==> src/swipe_gesture_detector_assert.svh <==
// Assertion macros shared by the swipe gesture detector.
`ifndef SWIPE_GESTURE_DETECTOR_ASSERT_SVH
`define SWIPE_GESTURE_DETECTOR_ASSERT_SVH
// Implication checked on every clock edge outside reset.
`define SGD_ASSERT_IMP(label, clk, rst, a, b, msg) \
  label: assert property (@(posedge clk) disable iff (rst) (a) |-> (b)) else $error(msg);
// Implication checked in the cycle after the antecedent.
`define SGD_ASSERT_NEXT(label, clk, rst, a, b, msg) \
  label: assert property (@(posedge clk) disable iff (rst) (a) |=> (b)) else $error(msg);
`endif

==> src/sgd_pkg.sv <==
// Package with types, constants and helpers of the swipe gesture detector.
package sgd_pkg;
  localparam int CoordBits = 12;
  localparam int TimeBits = 24;
  localparam int LenBits = 13;
  localparam int SqBits = 2 * CoordBits + 2;
  localparam int RootBits = SqBits / 2 + 10;
  localparam int RadBits = 2 * RootBits;
  localparam int DivBits = SqBits + 31;

  typedef enum logic [1:0] {
    REQ_DOWN = 2'd0,
    REQ_MOVE = 2'd1,
    REQ_UP   = 2'd2,
    REQ_TICK = 2'd3
  } req_type_t;

  typedef enum logic [1:0] {
    CFG_MIN_DIST  = 2'd0,
    CFG_MIN_SPEED = 2'd1,
    CFG_ANGLE_EN  = 2'd2,
    CFG_COS_TOL   = 2'd3
  } cfg_index_t;

  typedef struct packed {
    logic [1:0]  req_type;
    logic [11:0] pos_x;
    logic [11:0] pos_y;
    logic [15:0] tick_ms;
  } in_beat_t;

  typedef struct packed {
    logic               swipe_done;
    logic               stroke_valid;
    logic signed [15:0] dir_x;
    logic signed [15:0] dir_y;
    logic [15:0]        swipe_speed;
    logic [12:0]        swipe_length;
  } out_beat_t;

  typedef enum logic [3:0] {
    ST_IDLE,
    ST_MOVE_DIRX,
    ST_MOVE_DIRY,
    ST_MOVE_CHECK,
    ST_MOVE_LEN,
    ST_MOVE_SPEED,
    ST_OUT_DIRX,
    ST_OUT_DIRY,
    ST_SEND
  } state_t;

  // Commands from the controller to the datapath.
  typedef struct packed {
    logic load;       // capture input beat and apply down, up, tick or move head
    logic op_start;   // start the shared iterative unit
    logic [2:0] op;   // which computation the unit runs
    logic apply_check;
    logic store_len;
    logic store_speed;
    logic store_odx;
    logic store_ody;
    logic out_load;
  } cmd_t;

  typedef struct packed {
    logic op_done;
    logic move_active; // move leaves the anchor on a valid stroke
  } status_t;

  localparam logic [2:0] OP_DIR_NX = 3'd0;
  localparam logic [2:0] OP_DIR_NY = 3'd1;
  localparam logic [2:0] OP_LEN    = 3'd2;
  localparam logic [2:0] OP_SPEED  = 3'd3;
  localparam logic [2:0] OP_DIR_OX = 3'd4;
  localparam logic [2:0] OP_DIR_OY = 3'd5;
endpackage

==> src/swipe_gesture_detector.sv <==
// Top level of the swipe gesture detector.
// Each beat in gives one beat out, and beats are taken one at a time. The
// shared square, divide and square-root unit sets the time: a direction
// component runs a divide and a root (only the square for a zero vector), the
// length a root, and the speed a root and, when elapsed time is nonzero, a
// division by that time. A beat that is not a move leaving the anchor computes
// only the output direction; a move that leaves the anchor first computes the
// new direction, the turn check, the length and the speed. The next beat can be
// accepted in the cycle the result appears; a result still waiting in the output
// register only holds the block in its send step. There is no clearing pass
// after reset.
module swipe_gesture_detector (
  input  logic               clk,
  input  logic               rst,
  input  logic               cfg_we,
  input  logic [1:0]         cfg_index,
  input  logic [15:0]        cfg_data,
  input  logic               in_valid,
  output logic               in_ready,
  input  sgd_pkg::in_beat_t  in_data,
  output logic               out_valid,
  input  logic               out_ready,
  output sgd_pkg::out_beat_t out_data
);
  sgd_pkg::cmd_t    cmd;
  sgd_pkg::status_t status;

  sgd_ctrl u_ctrl (
    .clk(clk), .rst(rst), .in_valid(in_valid), .in_ready(in_ready),
    .out_valid(out_valid), .out_ready(out_ready), .status(status), .cmd(cmd)
  );

  sgd_datapath u_dp (
    .clk(clk), .rst(rst), .cfg_we(cfg_we), .cfg_index(cfg_index),
    .cfg_data(cfg_data), .in_beat(in_data), .cmd(cmd), .status(status),
    .out_beat(out_data)
  );

`include "swipe_gesture_detector_assert.svh"
  `SGD_ASSERT_IMP(a_done_only_up, clk, rst, out_valid && out_data.swipe_done, out_data.stroke_valid, "swipe flagged on invalid stroke")
  `SGD_ASSERT_NEXT(a_accept_busy, clk, rst, in_valid && in_ready, !in_ready, "second beat taken while busy")
endmodule

==> src/sgd_ctrl.sv <==
// Controller state machine of the swipe gesture detector.
module sgd_ctrl (
  input  logic              clk,
  input  logic              rst,
  input  logic              in_valid,
  output logic              in_ready,
  output logic              out_valid,
  input  logic              out_ready,
  input  sgd_pkg::status_t  status,
  output sgd_pkg::cmd_t     cmd
);
  sgd_pkg::state_t state, state_next;
  logic out_full, out_full_next;

  // The output register frees when taken; a new beat may enter meanwhile.
  assign in_ready = (state == sgd_pkg::ST_IDLE);
  assign out_valid = out_full;

  always_ff @(posedge clk) begin
    if (rst) begin
      state <= sgd_pkg::ST_IDLE;
      out_full <= 1'b0;
    end else begin
      state <= state_next;
      out_full <= out_full_next;
    end
  end

  always_comb begin
    state_next = state;
    unique case (state)
      sgd_pkg::ST_IDLE: begin
        if (in_valid) state_next = sgd_pkg::ST_MOVE_DIRX;
      end
      sgd_pkg::ST_MOVE_DIRX: begin
        if (!status.move_active) state_next = sgd_pkg::ST_OUT_DIRX;
        else if (status.op_done) state_next = sgd_pkg::ST_MOVE_DIRY;
      end
      sgd_pkg::ST_MOVE_DIRY: if (status.op_done) state_next = sgd_pkg::ST_MOVE_CHECK;
      sgd_pkg::ST_MOVE_CHECK: state_next = sgd_pkg::ST_MOVE_LEN;
      sgd_pkg::ST_MOVE_LEN: if (status.op_done) state_next = sgd_pkg::ST_MOVE_SPEED;
      sgd_pkg::ST_MOVE_SPEED: if (status.op_done) state_next = sgd_pkg::ST_OUT_DIRX;
      sgd_pkg::ST_OUT_DIRX: if (status.op_done) state_next = sgd_pkg::ST_OUT_DIRY;
      sgd_pkg::ST_OUT_DIRY: if (status.op_done) state_next = sgd_pkg::ST_SEND;
      sgd_pkg::ST_SEND: if (!out_full || out_ready) state_next = sgd_pkg::ST_IDLE;
      default: state_next = sgd_pkg::ST_IDLE;
    endcase
  end

  always_comb begin
    cmd = '0;
    out_full_next = out_full && !out_ready;
    unique case (state)
      sgd_pkg::ST_IDLE: begin
        cmd.load = in_valid;
      end
      sgd_pkg::ST_MOVE_DIRX: begin
        cmd.op = sgd_pkg::OP_DIR_NX;
        cmd.op_start = status.move_active && !status.op_done;
        if (status.op_done) begin
          cmd.op = sgd_pkg::OP_DIR_NY;
          cmd.op_start = 1'b1;
        end else if (!status.move_active) begin
          cmd.op = sgd_pkg::OP_DIR_OX;
          cmd.op_start = 1'b1;
        end
      end
      sgd_pkg::ST_MOVE_DIRY: begin
        cmd.op = sgd_pkg::OP_DIR_NY;
      end
      sgd_pkg::ST_MOVE_CHECK: begin
        cmd.apply_check = 1'b1;
        cmd.op = sgd_pkg::OP_LEN;
        cmd.op_start = 1'b1;
      end
      sgd_pkg::ST_MOVE_LEN: begin
        cmd.op = sgd_pkg::OP_LEN;
        cmd.store_len = status.op_done;
        if (status.op_done) begin
          cmd.op = sgd_pkg::OP_SPEED;
          cmd.op_start = 1'b1;
        end
      end
      sgd_pkg::ST_MOVE_SPEED: begin
        cmd.op = sgd_pkg::OP_SPEED;
        cmd.store_speed = status.op_done;
        if (status.op_done) begin
          cmd.op = sgd_pkg::OP_DIR_OX;
          cmd.op_start = 1'b1;
        end
      end
      sgd_pkg::ST_OUT_DIRX: begin
        cmd.op = sgd_pkg::OP_DIR_OX;
        cmd.store_odx = status.op_done;
        if (status.op_done) begin
          cmd.op = sgd_pkg::OP_DIR_OY;
          cmd.op_start = 1'b1;
        end
      end
      sgd_pkg::ST_OUT_DIRY: begin
        cmd.op = sgd_pkg::OP_DIR_OY;
        cmd.store_ody = status.op_done;
      end
      sgd_pkg::ST_SEND: begin
        if (!out_full || out_ready) begin
          cmd.out_load = 1'b1;
          out_full_next = 1'b1;
        end
      end
      default: cmd = '0;
    endcase
  end
endmodule

==> src/sgd_datapath.sv <==
// Datapath of the swipe gesture detector: stroke state and iterative unit.
module sgd_datapath (
  input  logic               clk,
  input  logic               rst,
  input  logic               cfg_we,
  input  logic [1:0]         cfg_index,
  input  logic [15:0]        cfg_data,
  input  sgd_pkg::in_beat_t  in_beat,
  input  sgd_pkg::cmd_t      cmd,
  output sgd_pkg::status_t   status,
  output sgd_pkg::out_beat_t out_beat
);
  localparam int CB = sgd_pkg::CoordBits;
  localparam int SB = sgd_pkg::SqBits;
  localparam int RB = sgd_pkg::RootBits;
  localparam int AB = sgd_pkg::RadBits;
  localparam int DB = sgd_pkg::DivBits;
  localparam int TB = sgd_pkg::TimeBits;
  localparam logic [TB-1:0] TimeMax = {TB{1'b1}};

  // Configuration.
  logic [12:0] min_dist;
  logic [15:0] min_speed;
  logic        angle_en;
  logic signed [15:0] cos_tol;

  always_ff @(posedge clk) begin
    if (rst) begin
      min_dist <= '0;
      min_speed <= '0;
      angle_en <= 1'b0;
      cos_tol <= 16'sd32767;
    end else if (cfg_we) begin
      unique case (sgd_pkg::cfg_index_t'(cfg_index))
        sgd_pkg::CFG_MIN_DIST:  min_dist <= cfg_data[12:0];
        sgd_pkg::CFG_MIN_SPEED: min_speed <= cfg_data;
        sgd_pkg::CFG_ANGLE_EN:  angle_en <= cfg_data[0];
        sgd_pkg::CFG_COS_TOL:   cos_tol <= cfg_data;
        default: ;
      endcase
    end
  end

  // Stroke state.
  logic [CB-1:0] start_x, start_y, current_x, current_y, anchor_x, anchor_y;
  logic signed [15:0] last_dir_x, last_dir_y, new_dir_x, new_dir_y;
  logic signed [15:0] out_dir_x, out_dir_y;
  logic have_direction, stroke_ok, move_active, done;
  logic [TB-1:0] elapsed_ms;
  logic [15:0] speed_reg;
  logic [12:0] length_reg;

  logic signed [CB:0] adx, ady, sdx, sdy;
  assign adx = signed'({1'b0, current_x}) - signed'({1'b0, anchor_x});
  assign ady = signed'({1'b0, current_y}) - signed'({1'b0, anchor_y});
  assign sdx = signed'({1'b0, current_x}) - signed'({1'b0, start_x});
  assign sdy = signed'({1'b0, current_y}) - signed'({1'b0, start_y});

  logic [TB:0] elapsed_sum;
  assign elapsed_sum = {1'b0, elapsed_ms} + {{(TB-15){1'b0}}, in_beat.tick_ms};

  // Shared iterative unit: a squaring step, an optional restoring division,
  // a bit-serial square root, and for the speed a division by elapsed time.
  typedef enum logic [2:0] {U_IDLE, U_SQ, U_DIV, U_ROOT, U_SLOAD, U_SDIV} unit_st_t;
  unit_st_t ust;
  logic [2:0] uop;
  logic [CB-1:0] ua, ub;
  logic [SB-1:0] d2;
  logic [DB-1:0] quo;
  logic [SB:0] rem, rem_sh, rem_w;
  logic div_ge;
  logic [5:0] cnt;
  logic [AB-1:0] rad, rrem, root_sh;
  logic root_ge;
  logic [RB-1:0] root;
  logic op_done, unit_fin;
  logic [RB-1:0] snum, sq;
  logic [TB:0] srem, srem_sh;

  logic [CB-1:0] mag_a, mag_b;
  always_comb begin
    unique case (cmd.op)
      sgd_pkg::OP_DIR_NX: begin
        mag_a = adx[CB] ? CB'(-adx) : adx[CB-1:0];
        mag_b = ady[CB] ? CB'(-ady) : ady[CB-1:0];
      end
      sgd_pkg::OP_DIR_NY: begin
        mag_a = ady[CB] ? CB'(-ady) : ady[CB-1:0];
        mag_b = adx[CB] ? CB'(-adx) : adx[CB-1:0];
      end
      sgd_pkg::OP_DIR_OY: begin
        mag_a = sdy[CB] ? CB'(-sdy) : sdy[CB-1:0];
        mag_b = sdx[CB] ? CB'(-sdx) : sdx[CB-1:0];
      end
      default: begin
        mag_a = sdx[CB] ? CB'(-sdx) : sdx[CB-1:0];
        mag_b = sdy[CB] ? CB'(-sdy) : sdy[CB-1:0];
      end
    endcase
  end

  logic [SB-1:0] sq_a, sq_b;
  assign sq_a = SB'(ua) * SB'(ua);
  assign sq_b = SB'(ub) * SB'(ub);

  assign rem_sh = {rem[SB-1:0], quo[DB-1]};
  assign div_ge = rem_sh >= {1'b0, d2};
  assign rem_w = rem_sh - {1'b0, d2};
  assign root_sh = {rrem[AB-3:0], rad[AB-1:AB-2]};
  assign root_ge = root_sh >= AB'({root, 2'b01});
  assign srem_sh = {srem[TB-1:0], snum[RB-1]};

  assign unit_fin =
      (ust == U_SQ && uop != sgd_pkg::OP_LEN && uop != sgd_pkg::OP_SPEED &&
       (sq_a + sq_b) == '0) ||
      (ust == U_ROOT && cnt == 6'd1 &&
       !(uop == sgd_pkg::OP_SPEED && elapsed_ms != '0)) ||
      (ust == U_SDIV && cnt == 6'd1);

  always_ff @(posedge clk) begin
    if (rst) begin
      ust <= U_IDLE;
      op_done <= 1'b0;
    end else begin
      op_done <= unit_fin;
      unique case (ust)
        U_IDLE: if (cmd.op_start) begin
          ust <= U_SQ;
          uop <= cmd.op;
          ua <= mag_a;
          ub <= mag_b;
        end
        U_SQ: begin
          d2 <= sq_a + sq_b;
          if (uop == sgd_pkg::OP_LEN) begin
            rad <= AB'(sq_a + sq_b);
            rrem <= '0;
            root <= '0;
            cnt <= 6'(RB);
            ust <= U_ROOT;
          end else if (uop == sgd_pkg::OP_SPEED) begin
            // The speed root is taken of the squared length times one million.
            rad <= AB'((sq_a + sq_b)) * AB'(1000000);
            rrem <= '0;
            root <= '0;
            cnt <= 6'(RB);
            ust <= U_ROOT;
          end else if ((sq_a + sq_b) == '0) begin
            root <= '0;
            ust <= U_IDLE;
          end else begin
            quo <= DB'(sq_a) << 30;
            rem <= '0;
            cnt <= 6'(DB);
            ust <= U_DIV;
          end
        end
        U_DIV: begin
          if (div_ge) begin
            rem <= rem_w;
            quo <= {quo[DB-2:0], 1'b1};
          end else begin
            rem <= rem_sh;
            quo <= {quo[DB-2:0], 1'b0};
          end
          if (cnt == 6'd1) begin
            ust <= U_ROOT;
            cnt <= 6'(RB);
            rrem <= '0;
            root <= '0;
            rad <= AB'({quo[DB-2:0], div_ge});
          end else begin
            cnt <= cnt - 6'd1;
          end
        end
        U_ROOT: begin
          if (root_ge) begin
            rrem <= root_sh - AB'({root, 2'b01});
            root <= {root[RB-2:0], 1'b1};
          end else begin
            rrem <= root_sh;
            root <= {root[RB-2:0], 1'b0};
          end
          rad <= {rad[AB-3:0], 2'b00};
          if (cnt == 6'd1) begin
            if (uop == sgd_pkg::OP_SPEED && elapsed_ms != '0) ust <= U_SLOAD;
            else ust <= U_IDLE;
          end else begin
            cnt <= cnt - 6'd1;
          end
        end
        U_SLOAD: begin
          snum <= root;
          sq <= '0;
          srem <= '0;
          cnt <= 6'(RB);
          ust <= U_SDIV;
        end
        U_SDIV: begin
          snum <= {snum[RB-2:0], 1'b0};
          if (srem_sh >= {1'b0, elapsed_ms}) begin
            srem <= srem_sh - {1'b0, elapsed_ms};
            sq <= {sq[RB-2:0], 1'b1};
          end else begin
            srem <= srem_sh;
            sq <= {sq[RB-2:0], 1'b0};
          end
          if (cnt == 6'd1) ust <= U_IDLE;
          else cnt <= cnt - 6'd1;
        end
        default: ust <= U_IDLE;
      endcase
    end
  end

  assign status.op_done = op_done;
  assign status.move_active = move_active;

  logic [RB-1:0] q15;
  assign q15 = (root > RB'(32767)) ? RB'(32767) : root;

  // Turn check product.
  logic signed [33:0] dot;
  logic signed [31:0] tol_scaled;
  assign dot = 34'(new_dir_x * last_dir_x) + 34'(new_dir_y * last_dir_y);
  assign tol_scaled = 32'(cos_tol) <<< 15;

  always_ff @(posedge clk) begin
    if (rst) begin
      start_x <= '0; start_y <= '0; current_x <= '0; current_y <= '0;
      anchor_x <= '0; anchor_y <= '0; last_dir_x <= '0; last_dir_y <= '0;
      have_direction <= 1'b0; stroke_ok <= 1'b1; elapsed_ms <= '0;
      speed_reg <= '0; length_reg <= '0; move_active <= 1'b0; done <= 1'b0;
    end else begin
      if (cmd.load) begin
        move_active <= (in_beat.req_type == sgd_pkg::REQ_MOVE) && stroke_ok &&
                       ((in_beat.pos_x != anchor_x) || (in_beat.pos_y != anchor_y));
        done <= (in_beat.req_type == sgd_pkg::REQ_UP) && stroke_ok &&
                (speed_reg >= min_speed) && (length_reg >= min_dist);
        unique case (sgd_pkg::req_type_t'(in_beat.req_type))
          sgd_pkg::REQ_DOWN: begin
            start_x <= in_beat.pos_x; current_x <= in_beat.pos_x;
            anchor_x <= in_beat.pos_x;
            start_y <= in_beat.pos_y; current_y <= in_beat.pos_y;
            anchor_y <= in_beat.pos_y;
            elapsed_ms <= '0; speed_reg <= '0; stroke_ok <= 1'b1;
            have_direction <= 1'b0; last_dir_x <= '0; last_dir_y <= '0;
            length_reg <= '0;
          end
          sgd_pkg::REQ_MOVE: if (stroke_ok) begin
            current_x <= in_beat.pos_x;
            current_y <= in_beat.pos_y;
          end
          sgd_pkg::REQ_UP: ;
          sgd_pkg::REQ_TICK: if (stroke_ok) begin
            elapsed_ms <= elapsed_sum[TB] ? TimeMax : elapsed_sum[TB-1:0];
          end
          default: ;
        endcase
      end
      if (cmd.op_start && cmd.op == sgd_pkg::OP_DIR_NY) begin
        new_dir_x <= adx[CB] ? -16'(q15) : 16'(q15);
      end
      if (status.op_done && cmd.op == sgd_pkg::OP_DIR_NY && !cmd.op_start) begin
        new_dir_y <= ady[CB] ? -16'(q15) : 16'(q15);
      end
      if (cmd.apply_check) begin
        if (have_direction) begin
          if (angle_en) begin
            if (dot >= 34'(tol_scaled)) begin
              anchor_x <= current_x; anchor_y <= current_y;
              last_dir_x <= new_dir_x; last_dir_y <= new_dir_y;
            end else begin
              stroke_ok <= 1'b0;
            end
          end else begin
            stroke_ok <= 1'b1;
          end
        end else begin
          anchor_x <= current_x; anchor_y <= current_y;
          last_dir_x <= new_dir_x; last_dir_y <= new_dir_y;
          have_direction <= 1'b1;
        end
      end
      if (cmd.store_len) begin
        length_reg <= (root > RB'(8191)) ? 13'd8191 : root[12:0];
      end
      if (cmd.store_speed) begin
        if (elapsed_ms == '0) begin
          speed_reg <= (d2 != '0) ? 16'hFFFF : 16'h0000;
        end else begin
          speed_reg <= (sq > RB'(65535)) ? 16'hFFFF : sq[15:0];
        end
      end
      if (cmd.store_odx) out_dir_x <= sdx[CB] ? -16'(q15) : 16'(q15);
      if (cmd.store_ody) out_dir_y <= sdy[CB] ? -16'(q15) : 16'(q15);
    end
  end

  always_ff @(posedge clk) begin
    if (cmd.out_load) begin
      out_beat.swipe_done <= done;
      out_beat.stroke_valid <= stroke_ok;
      out_beat.dir_x <= out_dir_x;
      out_beat.dir_y <= out_dir_y;
      out_beat.swipe_speed <= speed_reg;
      out_beat.swipe_length <= length_reg;
    end
  end
endmodule

==> config.mk <==
export PLATFORM = sky130hd
export DESIGN_NAME = swipe_gesture_detector
export DESIGN_NICKNAME = d
export VERILOG_FILES = /design/src/sgd_pkg.sv /design/src/swipe_gesture_detector.sv /design/src/sgd_ctrl.sv /design/src/sgd_datapath.sv
export VERILOG_INCLUDE_DIRS = /design/src /design/src/src
export SDC_FILE = /design/constraint.sdc
export NUM_CORES = 2
export LEC_CHECK = 0
export ABC_AREA = 1
export BUFFER_PORTS_ARGS = -buffer_cell sky130_fd_sc_hd__buf_2
export CAP_MARGIN = 20
export CELL_PAD_IN_SITES_DETAIL_PLACEMENT = 1
export CELL_PAD_IN_SITES_GLOBAL_PLACEMENT = 1
export CORE_MARGIN = 3
export CORE_UTILIZATION = 46
export CTS_BUF_LIST = sky130_fd_sc_hd__clkbuf_4 sky130_fd_sc_hd__clkbuf_8
export DETAILED_ROUTE_END_ITERATION = 8
export PLACE_DENSITY = 0.83
export SETUP_SLACK_MARGIN = 0.4
export SLEW_MARGIN = 20
export SYNTH_ARGS = -nofsm -noshare
export SYNTH_HDL_FRONTEND = slang
export SYNTH_SLANG_ARGS = --single-unit
==> constraint.sdc <==
create_clock -name clk -period 10.29 [get_ports clk]
set_input_delay 3.087 -clock clk [delete_from_list [all_inputs] [get_ports clk]]
set_output_delay 3.087 -clock clk [all_outputs]
set_load 0.02 [all_outputs]
# Word-level counts from Yosys, hierarchy flattened
# Index checks and enable logic that the tools add are counted.
# classes
n_addsub	17
multipliers	5
magnitude_cmp	9
n_eq_ne	49
mux	134
bitwise	1
reduce_logical	68
# ops
operator	count
$mux 16	23
$mux 12	18
$mux 44	4
$mux 57	3
$mux 46	3
$pmux 46 s3	1
$pmux 44 s3	1
$pmux 57 s2	1
$mux 26	4
$pmux 24 s2	2
$mux 23	4
$pmux 23 s2	2
$mux 24	3
$pmux 12 s3	2
$pmux 23 s3	1
$mul 16x16->32	2
$mux 4	14
$mux 13	4
$pmux 26 s2	1
$sub 12x12->13	4
$add 24x24->25	2
$mul 12x12->24	2
$neg 12->12	4
$pmux 12 s2	2
62 further kinds	176
# word_totals
reg_bits	668
input_bits	65
out_inout_bits	65
wordCells	329

# Longest topological paths before layout
# depth
ltp_word	9
depth_mapped	60
mapped_depth_nobuf	59

# By module
# From an unflattened synthesis, not the netlist that was laid out.
# unflattened
hier_cells	8726
area_unflattened_um2	72214.3
# modules_own_cells
module	instances	cells_per_inst	area_per_inst_um2	seq_area_each_um2
sgd_datapath	1	8644	71727.5	17767.0
sgd_ctrl	1	82	486.7	100.1

# Worst setup path before layout
# OpenSTA, ideal clock, no wires.
# synth_timing
kind	register to register
from	reg u_dp.ub[6]
to	reg u_dp.rad[45] (data pin)
setup_ns	0.258
arrival_ns	10.288
t_required_ns	10.032
setup_slack_ns	-0.256
stages_incl_launch_ff	45
path_buffers	1
period_less_slack_ns	10.546
path_cell_list	edfxtp_1 clkbuf_1 nand2_1 inv_1 fa_1 inv_1 fa_1 fa_1 inv_1 fa_1 inv_1 fa_1 inv_1 ha_1 a21oi_1 o21ai_0 a21o_1 a31oi_1 [... 9 more ...] inv_1 fa_1 fa_1 fa_1 ha_1 ha_1 ha_1 nand2_1 nor2_1 inv_1 nor4_1 o21ai_0 nand3_1 nand3_1 nand2_1 a21oi_1 o21ai_0 nand2_1
# synth_via
elab_chain_len	6
# synth_lines
element	line	rtl
start, declared	sgd_datapath.sv:67	logic [CB-1:0] ua, ub;
start signal, assigned	sgd_datapath.sv:131	ub <= mag_b;
$mul 12x12->24	sgd_datapath.sv:104	assign sq_b = SB'(ub) * SB'(ub);
$add 24x24->25	sgd_datapath.sv:143	rad <= AB'((sq_a + sq_b)) * AB'(1000000);
$mul 46x14->40	sgd_datapath.sv:143	
$mux 46	sgd_datapath.sv:141	end else if (uop == sgd_pkg::OP_SPEED) begin
$mux 46	sgd_datapath.sv:135	if (uop == sgd_pkg::OP_LEN) begin
$pmux 46 s3	sgd_datapath.sv:126	unique case (ust)
end signal, assigned	sgd_datapath.sv:136	rad <= AB'(sq_a + sq_b);
end signal, assigned	sgd_datapath.sv:143	
end signal, assigned	sgd_datapath.sv:171	rad <= AB'({quo[DB-2:0], div_ge});
end, declared	sgd_datapath.sv:73	logic [AB-1:0] rad, rrem, root_sh;
# No other way between the ends. The select of a mux whose other input is x is not followed.
# A chain may end at the register's enable or synchronous reset.

# Worst setup path in the final report
# layout_timing
from	reg u_dp.ua[5]
to	reg u_dp.rad[36] (data pin)
# layout_via
elab_chain_len	6
# layout_lines
element	line	rtl
start, declared	sgd_datapath.sv:67	
start signal, assigned	sgd_datapath.sv:130	ua <= mag_a;
$mul 12x12->24	sgd_datapath.sv:103	assign sq_a = SB'(ua) * SB'(ua);
$add 24x24->25	sgd_datapath.sv:143	
$mul 46x14->40	sgd_datapath.sv:143	
$mux 46	sgd_datapath.sv:141	
$mux 46	sgd_datapath.sv:135	
$pmux 46 s3	sgd_datapath.sv:126	
# No other way between the ends. The select of a mux whose other input is x is not followed.

==> summary.md <==
| Metric | Value |
|---|---|
| Hold Crit Depth | 0 |
| Dpl hpwl | 204000 um |
| Worst rel slew slack | 0.243 |
| Critical path fanouts, max | 5 |
| Fmax | 93.7 MHz |
| Clk Latency, worst-skew pair | 0.90 ns |
| I/O Buffers | 129 |
| Hold WC Path Type | flip-flop to flip-flop |
| Layout cells sized above 1 | 0.176 |
| RSZ-0062 raised after global routing | true |
| First-pass GRT wire length | 411000 um |
| Synth unique cells | 62 |
| Final Hold Vio Count | 0 |
| Num ports | 130 |
| Failing checks | negative setup slack |
| Flip-flop count of the largest register after layout | 63 |
| Worst-margin pin slew | 1.13 ns |
| Syn Area/Cell | 7.94 sq um |
| Run status | complete, but fails checks |
| Synth Cell Area | 74700 sq um |
| R2r endpoint | u_dp.rad[36] |
| Finished Layout Cells | 12300 |
| Via Count | 69500 |
| Asr flop ratio synth | 0 |
| Max Cap Viol | 0 |
| All-Layer GR Usage | 0.309 |
| Row Count | 147 |
| FF+latch count, synth | 667 |
| Layout Nets | 11600 |
| Die span in x | 409 um |
| Starting density of the core | 0.464 |
| Largest net degree at the start of global routing | 84 |
| Final worst slack | -0.377 ns |
| Die Ht | 409 um |
| Synthesis-to-finish area growth | 20.7% |
| Synthesis Warnings | 0 |
| Wire per inst | 23.4 um |
| Max incr delay on CP | 0.58 ns |
| Crit share post-route | 1.04 |
| Post-synth net total | 10900 |
| Critical Path AT | 11.24 ns |
| Sequential share of the synthesized area | 0.239 |
| Max Slew Vio Count | 0 |
| Worst Hold Endpoint | u_dp.out_beat[40] |
| DRC | 0 |
| Setup crit start | u_dp.ua[5] |
| Cell taking the most area after synthesis | fa_1 |
| DRT Pass-1 Iters | 6 |
| Antenna violation net count after detailed routing | 0 |
| RD Place Congestion | 0.936 |
| Critical Path RT | 10.86 ns |
| R2R depth | 43 |
| WS Path Type | flip-flop to flip-flop |
| Final clock skew | 0.0929 ns |
| Gate Count Post-Synth | 9410 |
| Worst path slowest cell | fa_1 |
| Largest register by flop count | u_dp.out_beat |
| Largest regs | u_dp.out_beat (63), u_dp.quo (57), u_dp.rad (46) |
| Clock Tree Root | clkbuf_8 |
| Number of global-route vias before repair | 74800 |
| Crit path time final | 10.67 ns |
| Die area | 167000 sq um |
| Total wire length | 289000 um |
| Endpoints failing setup | 19 |
| Clock Path Buffers | 3 |
| Synth area leaders | fa_1 21%, edfxtp_1 18%, ha_1 11% |
| Initial antenna violation count | 11 |
| Hold_sp | u_dp.out_dir_y[11] |
| Dpl cells | 11800 |
| CTS clk-pin slew, worst paths | 0.06 ns |
| Reg-to-reg startpoint | u_dp.ua[5] |
| GRT overflow | 0 |
| Prevailing post-synth register cell | edfxtp_1 |
| Core Area | 161000 sq um |
| Number of flops mapped to enable cells by yosys | 451 |
| TritonCTS Buffers | 120 |
| Type of origin of the critical path | flip-flop |
| TritonCTS clock tree | built |
| R2r setup slk | -0.38 ns |
| Clk sinks | 667 |
| Crit path top cell by count | fa_1 |
| Endpoint type of the worst setup path | flip-flop |
| Initial DRC count | 4905 |
| Post-synth top area share | 0.210 |
| DR vias/cell | 5.63 |
| H-tree depth | 3 |
cells in the final DEF (no fill, tap or decap), types with 31 or more instances in the layout:
master    instances
a21o_1           42
a21oi_1         537
a21oi_2          78
buf_2           128
buf_4           614
buf_6            75
clkbuf_8        138
dfxtp_1         192
edfxtp_1        451
fa_1            763
ha_1            546
ha_4            113
inv_1          1966
inv_2            78
nand2_1        1897
nand2_2          57
nand2_4          35
nand3_1         228
nand3b_1         39
nand4_1         109
nor2_1          569
nor2_2           34
nor2_4           39
nor3_1           45
o211ai_1         31
o21ai_0         435
o21ai_1          40
xnor2_1         131
xor2_1          180
synth_stat cells (30+ instances only):
master	count
inv_1	2047
nand2_1	1987
fa_1	784
ha_1	670
nor2_1	636
a21oi_1	629
o21ai_0	498
edfxtp_1	451
clkbuf_1	266
nand3_1	252
dfxtp_1	216
xor2_1	216
xnor2_1	146
nand4_1	109
nor3_1	55
a21o_1	43
a31oi_1	43
nand3b_1	39
o211ai_1	31
nor4_1	30
through the flow:
| stage | utilization | worst slack, ns | setup TNS [ns] | area, sq um | hold slack, ns |
|---|---|---|---|---|---|
| 4_1_cts | 0.539 | 0.156 | 0 | 86700 | 0.407 |
| 2_1_floorplan | - | 0.395 | 0 | 75100 | 0.400 |
| 3_5_place_dp | 0.503 | -0.461 | -12.58 | 80900 | 0.406 |
| 5_1_grt | 0.560 | -0.752 | -11.82 | 90200 | 0.425 |
| 3_3_place_gp | 0.503 | -0.285 | -1.44 | 80900 | 0.402 |
| 6_report | 0.560 | -0.377 | -4.41 | 90200 | 0.425 |
cells by family (layout without fill, tap and decap cells):
family,Yosys count,count (layout),share of synthesized area
xor gates and xnor gates,363,363,0.0427
buffers and inverters,2370,3138,0.120
adders and majority gates,1454,1454,0.322
other,0,10,0
and+or+nand+nor,3154,3154,0.173
DFF,667,667,0.239
AOI/OAI and AO/OA,1402,1402,0.103
worst max path at each step:
stage                         to  slack, ns
floorplan           u_dp.rad[45]       0.40
global placement    u_dp.rad[39]      -0.29
detailed placement  u_dp.rad[32]      -0.46
CTS                 u_dp.rad[45]       0.16
global route        u_dp.rad[45]      -0.75
finish              u_dp.rad[36]      -0.38
worst max-delay path: cells and delay by family (launching register included):
family                     cells  cell delay (ns)
buffers and inverters         16             1.57
adders and majority gates     14             6.23
DFF                            1             0.51
and+or+nand+nor                5             0.37
xor gates and xnor gates       2             0.37
AOI/OAI and AO/OA              6             1.25
final cells by class:
cell class,count,area [sq um]
Antenna cell,10,25.0
Clock buffer,167,2120
Clock inverter,62,728
Fill cell,19200,70800
Inverter,2058,7760
Multi-Input combinational cell,6373,52100
Sequential cell,667,17900
Tap cell,2160,2700
Timing Repair Buffer,851,6800
repair_timing:
action                     in CTS  in global routing
cloned                          1                  5
hold buffers                    0                  0
pin swaps                     208                250
resized for setup             413                512
setup endpoints to repair      79                178
setup buffers                 129                126
per-layer routing:
layer	wire length (um)	track usage	share of wire
met1	108000	0.372	0.37
met5	9	0	0.000031
met4	19000	0.141	0.066
met3	19100	0.0462	0.066
met2	143000	0.543	0.50
Power is not shown: default switching activity piles up to over one toggle a cycle in this logic, so the estimate is an artifact.
